[src/rtl/tfcr_pkg.sv]
// Package for the framed command receiver: sizes, codes, types and profile defaults.
`timescale 1ns / 1ps

package tfcr_pkg;

  // Framing and timeout sizes
  localparam int WRAP_LENGTH   = 46;
  localparam int FRAME_LENGTH  = 10;
  localparam int IDLE_TICKS    = 5;
  localparam int PROFILE_COUNT = 6;
  localparam int PROFILE_BASE  = 3;

  // Position must hold the larger of the wrap point and the frame length
  localparam int POS_MAX = (WRAP_LENGTH > FRAME_LENGTH) ? WRAP_LENGTH : FRAME_LENGTH;
  localparam int POS_W   = $clog2(POS_MAX + 1);
  localparam int TMR_W   = $clog2(IDLE_TICKS + 1);
  localparam int FIDX_W  = $clog2(FRAME_LENGTH);

  // Frame constants
  localparam logic [7:0] HDR_FIRST  = 8'h55;
  localparam logic [7:0] HDR_SECOND = 8'h02;
  localparam logic [7:0] CMD_LOAD   = 8'h11;
  localparam logic [7:0] CMD_START  = 8'h12;

  // Status codes
  localparam logic [1:0] ST_LOADED  = 2'd0;
  localparam logic [1:0] ST_STARTED = 2'd1;
  localparam logic [1:0] ST_UNKNOWN = 2'd2;
  localparam logic [1:0] ST_ERROR   = 2'd3;

  // Input item kinds
  localparam logic KIND_BYTE = 1'b0;
  localparam logic KIND_TICK = 1'b1;

  typedef logic [7:0] byte_t;
  typedef byte_t [FRAME_LENGTH-1:0]  frame_t;
  typedef byte_t [PROFILE_COUNT-1:0] profile_t;

  // Profile defaults, entry 0 in the lowest byte
  localparam profile_t PROFILE_RESET = {8'h32, 8'hf0, 8'h64, 8'hc8, 8'h5a, 8'h96};

  // Outcome of one frame check
  typedef struct packed {
    logic [1:0] status;
    logic       load;
    logic       start;
    profile_t   profile;
  } check_t;

endpackage

[src/rtl/tfcr_check.sv]
// Frame checker: header, truncated XOR checksum and command decode.
`timescale 1ns / 1ps

module tfcr_check (
  input  tfcr_pkg::frame_t frame,
  output tfcr_pkg::check_t result
);

  logic [7:0] acc;
  logic       alive;
  logic       hdr_ok;
  logic       sum_ok;

  // XOR of the leading bytes, stopping at the first zero byte
  always_comb begin
    acc   = '0;
    alive = 1'b1;
    for (int k = 0; k < tfcr_pkg::FRAME_LENGTH - 1; k++) begin
      if (frame[tfcr_pkg::FIDX_W'(k)] == 8'h00) begin
        alive = 1'b0;
      end
      if (alive) begin
        acc = acc ^ frame[tfcr_pkg::FIDX_W'(k)];
      end
    end
  end

  assign hdr_ok = (frame[0] == tfcr_pkg::HDR_FIRST) && (frame[1] == tfcr_pkg::HDR_SECOND);
  assign sum_ok = (frame[tfcr_pkg::FRAME_LENGTH-1] == acc);

  // Profile bytes and command decode; profile bytes that would overlap the
  // check byte read as zero
  always_comb begin
    for (int k = 0; k < tfcr_pkg::PROFILE_COUNT; k++) begin
      if (tfcr_pkg::PROFILE_BASE + k < tfcr_pkg::FRAME_LENGTH - 1) begin
        result.profile[k] = frame[tfcr_pkg::FIDX_W'(tfcr_pkg::PROFILE_BASE + k)];
      end else begin
        result.profile[k] = '0;
      end
    end
    result.load  = 1'b0;
    result.start = 1'b0;
    if (!(hdr_ok && sum_ok)) begin
      result.status = tfcr_pkg::ST_ERROR;
    end else if (frame[2] == tfcr_pkg::CMD_LOAD) begin
      result.status = tfcr_pkg::ST_LOADED;
      result.load   = 1'b1;
    end else if (frame[2] == tfcr_pkg::CMD_START) begin
      result.status = tfcr_pkg::ST_STARTED;
      result.start  = 1'b1;
    end else begin
      result.status = tfcr_pkg::ST_UNKNOWN;
    end
  end

endmodule

[src/rtl/timeout_framed_command_receiver.sv]
// Top level of the framed command receiver with idle timeout.
//
//  channel | dir | handshake           | payload
//  --------+-----+---------------------+------------------------------------------
//  in_     | in  | in_tvalid/in_tready | tuser: kind; tdata: rx_byte
//  out_    | out | out_tvalid/out_tready | tdata: status, was_started, 6 profile bytes
//
// One item per cycle sustained: an input register feeds a single pass of state
// update and frame check into the result register.
// A stalled result holds the block only once both registers are full.
// Synchronous active-low reset clears position, timer, start flag and both
// valid flags and loads the profile defaults; the frame store is not reset.
`timescale 1ns / 1ps

module timeout_framed_command_receiver (
  input  logic        clk,
  input  logic        rst_n,
  input  logic        in_tvalid,
  output logic        in_tready,
  input  logic [0:0]  in_tuser,   // [0] command (0 byte, 1 poll tick)
  input  logic [7:0]  in_tdata,   // [7:0] rx_byte
  output logic        out_tvalid,
  input  logic        out_tready,
  output logic [55:0] out_tdata   // [1:0] status, [2] was_started, [10:3] peak_temp_one,
                                  // [18:11] hold_time_one, [26:19] peak_temp_two,
                                  // [34:27] hold_time_two, [42:35] peak_temp_three,
                                  // [50:43] hold_time_three, [55:51] zero
);

  localparam int POS_W  = tfcr_pkg::POS_W;
  localparam int TMR_W  = tfcr_pkg::TMR_W;
  localparam int FIDX_W = tfcr_pkg::FIDX_W;

  // Input register
  logic              stg_valid_r;
  logic              stg_kind_r;
  logic [7:0]        stg_byte_r;

  // Receiver state
  logic [POS_W-1:0]  pos_r, pos_nxt;
  logic [TMR_W-1:0]  tmr_r, tmr_nxt;
  logic              start_r, start_nxt;
  tfcr_pkg::profile_t prof_r, prof_nxt;
  tfcr_pkg::frame_t  frame_r;

  // Result register
  logic              out_valid_r;
  logic [1:0]        out_status_r;
  logic              out_started_r;
  tfcr_pkg::profile_t out_prof_r;

  logic              out_free;
  logic              fire;
  logic              emit;
  logic [POS_W-1:0]  pos_eff;
  logic              store_byte;
  tfcr_pkg::check_t  chk;

  assign out_free  = !out_valid_r || out_tready;
  assign fire      = stg_valid_r && out_free;
  assign in_tready = !stg_valid_r || out_free;

  tfcr_check u_check (
    .frame  (frame_r),
    .result (chk)
  );

  // Byte placement with wrap
  assign pos_eff    = (pos_r >= POS_W'(tfcr_pkg::WRAP_LENGTH)) ? '0 : pos_r;
  assign store_byte = fire && (stg_kind_r == tfcr_pkg::KIND_BYTE) &&
                      (pos_eff < POS_W'(tfcr_pkg::FRAME_LENGTH));

  // Frame is checked on the tick that runs the timer out with a full frame
  assign emit = fire && (stg_kind_r == tfcr_pkg::KIND_TICK) &&
                (tmr_r == TMR_W'(1)) && (pos_r == POS_W'(tfcr_pkg::FRAME_LENGTH));

  // Next state
  always_comb begin
    pos_nxt   = pos_r;
    tmr_nxt   = tmr_r;
    start_nxt = start_r;
    prof_nxt  = prof_r;
    if (fire) begin
      if (stg_kind_r == tfcr_pkg::KIND_BYTE) begin
        pos_nxt = pos_eff + POS_W'(1);
        tmr_nxt = TMR_W'(tfcr_pkg::IDLE_TICKS);
      end else if (tmr_r != '0) begin
        tmr_nxt = tmr_r - TMR_W'(1);
      end
    end
    if (emit) begin
      pos_nxt = '0;
      if (chk.load) begin
        prof_nxt = chk.profile;
      end
      if (chk.start) begin
        start_nxt = 1'b1;
      end
    end
  end

  // Input register
  always_ff @(posedge clk) begin
    if (!rst_n) begin
      stg_valid_r <= 1'b0;
    end else if (in_tready) begin
      stg_valid_r <= in_tvalid;
    end
    if (in_tready && in_tvalid) begin
      stg_kind_r <= in_tuser[0];
      stg_byte_r <= in_tdata;
    end
  end

  // State registers
  always_ff @(posedge clk) begin
    if (!rst_n) begin
      pos_r   <= '0;
      tmr_r   <= '0;
      start_r <= 1'b0;
      prof_r  <= tfcr_pkg::PROFILE_RESET;
    end else begin
      pos_r   <= pos_nxt;
      tmr_r   <= tmr_nxt;
      start_r <= start_nxt;
      prof_r  <= prof_nxt;
    end
  end

  // Frame store
  always_ff @(posedge clk) begin
    if (store_byte) begin
      frame_r[pos_eff[FIDX_W-1:0]] <= stg_byte_r;
    end
  end

  // Result register
  always_ff @(posedge clk) begin
    if (!rst_n) begin
      out_valid_r <= 1'b0;
    end else if (out_free) begin
      out_valid_r <= emit;
    end
    if (emit) begin
      out_status_r  <= chk.status;
      out_started_r <= start_r;
      out_prof_r    <= prof_nxt;
    end
  end

  assign out_tvalid = out_valid_r;
  assign out_tdata  = {5'b0, out_prof_r, out_started_r, out_status_r};

  // Checks
  a_pos_clear: assert property (@(posedge clk) disable iff (!rst_n)
    emit |=> (pos_r == '0))
    else $error("position not cleared after frame check");

  a_tmr_range: assert property (@(posedge clk) disable iff (!rst_n)
    $past(rst_n) |-> (tmr_r <= TMR_W'(tfcr_pkg::IDLE_TICKS)))
    else $error("idle timer above reload value");

  a_pos_range: assert property (@(posedge clk) disable iff (!rst_n)
    $past(rst_n) |-> (pos_r <= POS_W'(tfcr_pkg::POS_MAX)))
    else $error("position out of range");

  a_start_sticky: assert property (@(posedge clk) disable iff (!rst_n)
    $past(rst_n) |-> !$fell(start_r))
    else $error("start flag dropped");

endmodule

[config.mk]
export PLATFORM = sky130hd
export DESIGN_NAME = timeout_framed_command_receiver
export DESIGN_NICKNAME = d
export VERILOG_FILES = /design/src/rtl/tfcr_pkg.sv /design/src/rtl/tfcr_check.sv /design/src/rtl/timeout_framed_command_receiver.sv
export SDC_FILE = /design/constraint.sdc
export NUM_CORES = 1
export LEC_CHECK = 0
export CAP_MARGIN = 10
export CORE_MARGIN = 2
export CORE_UTILIZATION = 40
export DETAILED_ROUTE_END_ITERATION = 8
export DONT_BUFFER_PORTS = 1
export PLACE_DENSITY = 0.56
export SETUP_SLACK_MARGIN = 0.15
export SLEW_MARGIN = 10
export SYNTH_ARGS = -nofsm -noshare
export SYNTH_HDL_FRONTEND = slang
export SYNTH_SLANG_ARGS = --single-unit
[constraint.sdc]
create_clock -name clk -period 3.67 [get_ports clk]
set_clock_uncertainty 0.1 [all_clocks]
set_input_delay 0 -clock clk [delete_from_list [all_inputs] [get_ports clk]]
set_output_delay 0 -clock clk [all_outputs]
set_load 0.02 [all_outputs]
==> results of run 1 <==
## cells in the final DEF (no fill, tap or decap), drive strengths merged, types with 16 or more instances in the layout
cell type / netlist / layout
xnor2: 25 / 25
dfxtp: 60 / 60
o21ai: 38 / 38
mux2: 23 / 23
mux2i: 24 / 24
xor2: 16 / 16
clkbuf: 19 / 21
edfxtp: 132 / 132
inv: 26 / 32
nand2: 62 / 62
buf: 17 / 69
nor2: 16 / 16
o211ai: 18 / 18
nand4: 24 / 24
## power groups by stage
stage                     registers [mW]  clock network [mW]  logic [mW]
after detailed placement            2.41                   0      0.0520
after CTS                           2.36                1.85      0.0795
after floorplan                     2.39                   0      0.0559
final                               2.36                1.82      0.0786
after global routing                2.36                1.95      0.0883
after global placement              2.41                   0      0.0499
## per-stage QoR
stage,cell area [um2],instances
final,9840,991
after global routing,9840,991
after CTS,9660,983
after detailed placement,8560,917
after global placement,8560,917
after floorplan,8110,647
## cell type report
cell class              count  area share, %
multi-input cells         393           28.7
repair buffers             83           8.48
well taps                 265           3.37
inverters                  26          0.992
clock buffers              20           4.74
clock inverters            12           1.23
flip-flops and latches    192           52.5
## timing repair
| action | 4_1_cts | 5_1_grt |
|---|---|---|
| hold buffers | 13 | 0 |
| resized for setup | 32 | 40 |
| pin swaps | 3 | 8 |
| cloned | 3 | 1 |
| setup endpoints to repair | 58 | 86 |
| setup buffers | 18 | 7 |
| endpoints found under the hold margin | 78 | 0 |
## logic make-up after synthesis
| logic type | count (synthesis) | share of synthesized area [%] |
|---|---|---|
| AND/OR/NAND/NOR | 204 | 13.7 |
| flip-flops | 192 | 64.0 |
| AO/OA/AOI/OAI | 88 | 6.62 |
| buffers and inverters | 62 | 3.61 |
| multiplexers | 47 | 6.19 |
| XOR/XNOR | 42 | 4.73 |
| adder cells (fa/ha/maj) | 7 | 1.09 |
| other | 1 | 0.0465 |
## worst max-delay path, cell delays in order (launching register included)
cell and delay (ns):
sky130_fd_sc_hd__edfxtp_1 0.38, sky130_fd_sc_hd__or4_4 0.56, sky130_fd_sc_hd__or2_4 0.30, sky130_fd_sc_hd__and4_1 0.23, sky130_fd_sc_hd__mux2i_1 0.16, sky130_fd_sc_hd__xnor3_1 0.24
sky130_fd_sc_hd__a31oi_2 0.22, sky130_fd_sc_hd__nand4_1 0.11, sky130_fd_sc_hd__and4bb_4 0.37, sky130_fd_sc_hd__buf_6 0.16, sky130_fd_sc_hd__buf_8 0.13, sky130_fd_sc_hd__mux2_4 0.30
## sequential cells by signal, summed over array words and instances, names as in the netlist
name,flops
frame_r,72
out_tdata,48
prof_r,48
stg_byte_r,8
pos_r,6
tmr_r,3
out_status_r,2
out_started_r,1
out_tvalid,1
start_r,1
stg_kind_r,1
stg_valid_r,1
## how the worst max path moves through the flow
| stage | end | slack (ns) | cells after the start |
|---|---|---|---|
| global route | out_tdata[27] | 0.05 | 10 |
| CTS | out_tdata[27] | 0.11 | 10 |
| floorplan | out_tdata[19] | 0.18 | 12 |
| detailed placement | out_tdata[13] | -0.03 | 10 |
| global placement | out_tdata[8] | 0.02 | 10 |
| finish | out_tdata[13] | 0.15 | 11 |
## routing by layer
metal	wire, um	track usage (%)
met5	0	0
met4	268	5.24
met3	823	3.41
met2	9190	29.6
met1	7880	21.8
==> reports/summary.txt, run 1 <==
Final setup violating endpoints - 0
Post-synthesis cell type count - 46
Clock Pin Slew Worst Setup and Hold Paths - 0.07 ns
Total Negative Setup Slacks - 0 ns
First-pass GRT wire length - 28000 um
Final count of pins violating max slew - 0
Max Root-Sink Buffers - 2
Number of flops mapped to enable cells by yosys - 132
Share of power burned in combinational logic - 1.8%
Most area-hungry cell type in the Yosys netlist - sky130_fd_sc_hd__edfxtp_1
Total grt overflow - 0
List of most frequent post-synthesis cells - 132 x sky130_fd_sc_hd__edfxtp_1, 62 x sky130_fd_sc_hd__nand2_1, 60 x sky130_fd_sc_hd__dfxtp_1
Capturing element type of the critical path - flop
Leading cell types by total area after synthesis - sky130_fd_sc_hd__edfxtp_1 49%, sky130_fd_sc_hd__dfxtp_1 15%, sky130_fd_sc_hd__mux2_1 3.2%
TritonCTS buffer count - 17
Max Clock Freq - 0.284 GHz
Total standard cell area after synthesis - 0.00807 mm2
Number of rows in the core area - 51
Capture instance of the worst register-to-register path - out_tdata[13]
Initial Utilization - 41.1%
Clock tree from TritonCTS - built
H-Tree Depth - 4
Worst hold slack - 0.0900 ns
Avg WL per Cell - 18.3 um
Critical R2R Launch - frame_r[36]
Maximum fanout encountered on the critical timing path - 7
Yosys warning total - 0
Buffers on Ports - 0
Clock power share - 42.7%
Die height - 146 um
Post-DP HPWL - 12500 um
Source-to-sink clock delay at the later pin of the worst-skew pair - 0.43 ns
Power share of the sequential group - 55.4%
Initial antenna violation count - 0
Min Clock Period, post-route - 3.52 ns
Result of the run - complete, no violations
Yosys top cell area share - 49.1%
Required time of the critical path - 3.74 ns
Power Internal - 3.36 mW
Worst Tran Pin Value - 0.752 ns
Via/cell ratio - 5.26
Number of design-rule violations left by the first detailed-router iteration - 356
Clock tree root buffer cell - sky130_fd_sc_hd__clkbuf_16
Unrepaired setup endpoints after global routing - yes
Most frequent cell after synthesis - sky130_fd_sc_hd__edfxtp_1
Total of fill cells in the finished design - 1701
Kind of critical path - flop to flop
DRC Markers - 0
Post-synthesis sequential element count - 192
Worst slew slack as a fraction of its limit - 48.6%
Last weighted congestion value of the routability-driven placer - 0.938
Post-synth ARST share - 0%
Reg-to-reg setup timing slack - 0.15 ns
Register cell area after layout - 0.00516 mm2
Endpoint of the worst hold-timing path - stg_byte_r[1]
Most instantiated flip-flop cell in the synthesis netlist - sky130_fd_sc_hd__edfxtp_1
Number of endpoints with negative hold slack in the final report - 0
Power density over the cells - 433 mW/mm2
Slack of the critical path - 0.146 ns
Fraction of layout cells with a size suffix above 1 - 20.7%
Switching share of power - 21.0%
Overall routing resource usage - 17.1%
Hold Path Class - primary input to flop
CP startpoint kind - flop
Number of routed nets with antenna violations - 0
Number of vias after detailed routing - 5211
Signal arrival time at the worst endpoint - 3.60 ns
Area added between synthesis and finish - 21.9%
Worst R2R Path Depth - 11
Die area - 0.0213 mm2
Number of global-route vias before repair - 5088
Maximum resistive drop on vdd - 316 uV
Max_cap viols - 0
Critical Path Source - frame_r[36]
Sequential element share of the synthesized area - 64.0%
Source of the worst hold timing path - in_tdata[1]
Ant. Diodes - 0
Post-Place Worst Slack - -0.0331 ns
Aggregate routed wire length - 18200 um
Post-layout net count - 733
Syn avg cell area - 12.6 um2
Io pins - 71
Horizontal die dimension - 146 um
Pin count of the biggest net entering global routing - 78
Number of iterations in the first detailed-routing pass - 5
Net switching power figure - 0.895 mW
Instance count of the mapped netlist - 643
Total clock sinks - 192
Number of cells on the worst hold path - 1
Multi-input logic area - 0.00282 mm2
Overall power consumption - 4.26 mW
Utilization of the core after routing - 50.1%
Period utilisation layout - 96.0%
Leakage power of the design - 3.59 nW
CORE AREA - 0.0197 mm2
(Power assumes the default switching activity.)
==> run 2: changes to the inputs <==
Settings changed: PLACE_DENSITY 0.56 to not set, RECOVER_POWER set to 50.
==> run 2 against run 1 <==
Compared with the run above: via count down 0.56%; setup slack worse by 0.055 ns; largest power group unchanged; sequential share of layout area up 0.58 points; wire length down 1.6%; power up 3.3%; non-clock buffer count down 11; count of clock-buffer cells in the layout up 4; critical path depth down 1; utilization down 0.55 points; combinational power down 0.6%; global-route usage down 0.34 points.
==> reports/summary.txt, run 2 (synthesized netlist as in run 1, its figures left out) <==
Series of cell instances along the critical path - or4_4, or2_4, and4_1, or4_1, nand3_1, xnor2_1, nand4_1, and4bb_4, buf_12, mux2_1 (was or4_4, or2_4, and4_1, mux2i_1, xnor3_1, a31oi_2, nand4_1, and4bb_4, buf_6, buf_8, mux2_4)
CP startpoint kind - flop (unchanged)
Top Family by Delay on Critical Path - simple AND/OR/NAND/NOR gates (unchanged)
Total Negative Setup Slacks - 0 ns (unchanged)
Switching share of power - 19.7% (was 21.0%)
Aggregate routed wire length - 17900 um (was 18200 um)
Worst Tran Pin Value - 0.583 ns (was 0.752 ns)
Clock power share - 44.5% (was 42.7%)
Worst slew slack as a fraction of its limit - 60.1% (was 48.6%)
Power Internal - 3.53 mW (was 3.36 mW)
Slack of the critical path - 0.0908 ns (was 0.146 ns)
Required time of the critical path - 3.75 ns (was 3.74 ns)
Leakage power of the design - 3.53 nW (was 3.59 nW)
Die height - 146 um (unchanged)
Multi-input logic area - 0.00277 mm2 (was 0.00282 mm2)
Ant. Diodes - 0 (unchanged)
Initial Utilization - 41.1% (unchanged)
Post-Place Worst Slack - -0.0313 ns (was -0.0331 ns)
Source-to-sink clock delay at the later pin of the worst-skew pair - 0.43 ns (about the same)
H-Tree Depth - 4 (unchanged)
Number of iterations in the first detailed-routing pass - 5 (unchanged)
Buffers on Ports - 0 (unchanged)
First-pass GRT wire length - 27500 um (was 28000 um)
Clock tree root buffer cell - sky130_fd_sc_hd__clkbuf_16 (unchanged)
Power density over the cells - 452 mW/mm2 (was 433 mW/mm2)
Area added between synthesis and finish - 20.6% (was 21.9%)
Io pins - 71 (unchanged)
Clock Pin Slew Worst Setup and Hold Paths - 0.06 ns (was 0.07 ns)
Most common cell after layout, fill and taps aside - sky130_fd_sc_hd__edfxtp_1 (unchanged)
Avg WL per Cell - 18.2 um (was 18.3 um)
Kind of critical path - flop to flop (unchanged)
Commonest cells after routing, fill and taps aside - 132 x sky130_fd_sc_hd__edfxtp_1, 62 x sky130_fd_sc_hd__nand2_1, 60 x sky130_fd_sc_hd__dfxtp_1 (unchanged)
Number of rows in the core area - 51 (unchanged)
Clock tree from TritonCTS - built (unchanged)
Maximum resistive drop on vdd - 360 uV (was 316 uV)
Final setup violating endpoints - 0 (unchanged)
Instance count after placement with tap cells included - 915 (was 917)
Horizontal die dimension - 146 um (unchanged)
Max Root-Sink Buffers - 2 (unchanged)
Summed area of non-filler cells in the final layout - 0.00973 mm2 (was 0.00984 mm2)
Last weighted congestion value of the routability-driven placer - 0.870 (was 0.938)
Source of the worst hold timing path - in_tuser (was in_tdata[1])
Post-layout net count - 722 (was 733)
Min Clock Period, post-route - 3.58 ns (was 3.52 ns)
CP max stage cell - sky130_fd_sc_hd__or4_4 (unchanged)
DP Area - 0.00857 mm2 (was 0.00856 mm2)
Total grt overflow - 0 (unchanged)
Final cell count without fillers - 980 (was 991)
Number of routed nets with antenna violations - 0 (unchanged)
Number of global-route vias before repair - 4983 (was 5088)
Max_cap viols - 0 (unchanged)
Post-DP HPWL - 12100 um (was 12500 um)
Critical R2R Launch - frame_r[32] (was frame_r[36])
Final count of pins violating max slew - 0 (unchanged)
Maximum fanout encountered on the critical timing path - 12 (was 7)
Period utilisation layout - 97.5% (was 96.0%)
Initial antenna violation count - 0 (unchanged)
Share of power burned in combinational logic - 1.8% (about the same)
Unrepaired setup endpoints after global routing - yes (unchanged)
Worst stage delay on the critical path - 0.56 ns (about the same)
Pin count of the biggest net entering global routing - 78 (unchanged)
Sum of buffers and inverters on the critical path - 1 (was 2)
CORE AREA - 0.0197 mm2 (unchanged)
TritonCTS buffer count - 17 (unchanged)
Fraction of layout cells with a size suffix above 1 - 16.1% (was 20.7%)
Signal arrival time at the worst endpoint - 3.66 ns (was 3.60 ns)
Net switching power figure - 0.864 mW (was 0.895 mW)
DRC Markers - 0 (unchanged)
Via/cell ratio - 5.29 (was 5.26)
Number of endpoints with negative hold slack in the final report - 0 (unchanged)
Number of flip-flops under the largest register name - 72 (unchanged)
Result of the run - complete, no violations (unchanged)
Hold Path Class - primary input to flop (unchanged)
Total clock sinks - 192 (unchanged)
Number of design-rule violations left by the first detailed-router iteration - 361 (was 356)
Utilization of the core after routing - 49.5% (was 50.1%)
Capturing element type of the critical path - flop (unchanged)
Max Clock Freq - 0.279 GHz (was 0.284 GHz)
Die area - 0.0213 mm2 (unchanged)
Critical Path Source - frame_r[32] (was frame_r[36])
Total of fill cells in the finished design - 1754 (was 1701)
Register cell area after layout - 0.00516 mm2 (unchanged)
Number of vias after detailed routing - 5182 (was 5211)
Power share of the sequential group - 53.7% (was 55.4%)
Overall routing resource usage - 16.8% (was 17.1%)
-- run 2: changes by cell type in the layout (fill, tap and decap cells not counted), moves of 3 or more --
| cell | previous run | this run |
|---|---|---|
| sky130_fd_sc_hd__clkinv_4 | 3 | 0 |
| sky130_fd_sc_hd__mux2_1 | 4 | 13 |
| sky130_fd_sc_hd__and2_0 | 0 | 3 |
| sky130_fd_sc_hd__mux2_4 | 19 | 10 |
| sky130_fd_sc_hd__clkbuf_1 | 0 | 6 |
| sky130_fd_sc_hd__buf_4 | 55 | 45 |
| sky130_fd_sc_hd__buf_6 | 5 | 2 |
| sky130_fd_sc_hd__and2_1 | 8 | 5 |
-- run 2: layer usage --
layer / part of all wire, % / global-route usage [%] / vias up
met5: 0 / 0 / -
li1: - / - / 2465
met4: 1.5 / 4.85 / 0
met1: 45 / 21.7 / 2569
met3: 4.2 / 3.91 / 17
met2: 49 / 28.4 / 131
-- run 2: power groups by stage --
stage / combinational (mW) / sequential, mW / clock, mW
floorplan: 0.0559 / 2.39 / 0
global placement: 0.0484 / 2.41 / 0
detailed placement: 0.0508 / 2.41 / 0
CTS: 0.0770 / 2.36 / 1.98
global route: 0.0864 / 2.36 / 2.07
finish: 0.0781 / 2.36 / 1.96
-- run 2: through the flow --
step,power [mW],hold slack [ns]
after floorplan,2.44,-0.00113
after global placement,2.46,-0.00184
after detailed placement,2.46,-0.00154
after CTS,4.42,0.0806
after global routing,4.52,0.0817
final,4.40,0.0935
-- run 2: final timing paths --
| check | end | slack, ns | cells after the start |
|---|---|---|---|
| worst max-delay path | out_tdata[35] | 0.09 | 10 |
| worst min-delay path | stg_kind_r | 0.09 | 1 |
| worst max register to register | out_tdata[35] | 0.09 | 10 |
| worst min register to register | prof_r[35] | 0.35 | 2 |
-- run 2: layout make-up --
class | instances | area share, %
Sequential cell | 192 | 53.1
Timing Repair Buffer | 72 | 7.58
Multi-Input combinational cell | 393 | 28.5
Clock inverter | 8 | 1.26
Tap cell | 265 | 3.41
Inverter | 26 | 1.00
Clock buffer | 24 | 5.18
-- run 2: timing repair --
item,in CTS,in global routing
endpoints found under the hold margin,78,0
setup endpoints to repair,37,84
buffers inserted,9,7
resized for setup,9,42
pin swaps,2,5
hold buffers,13,0
gates cloned,3,1
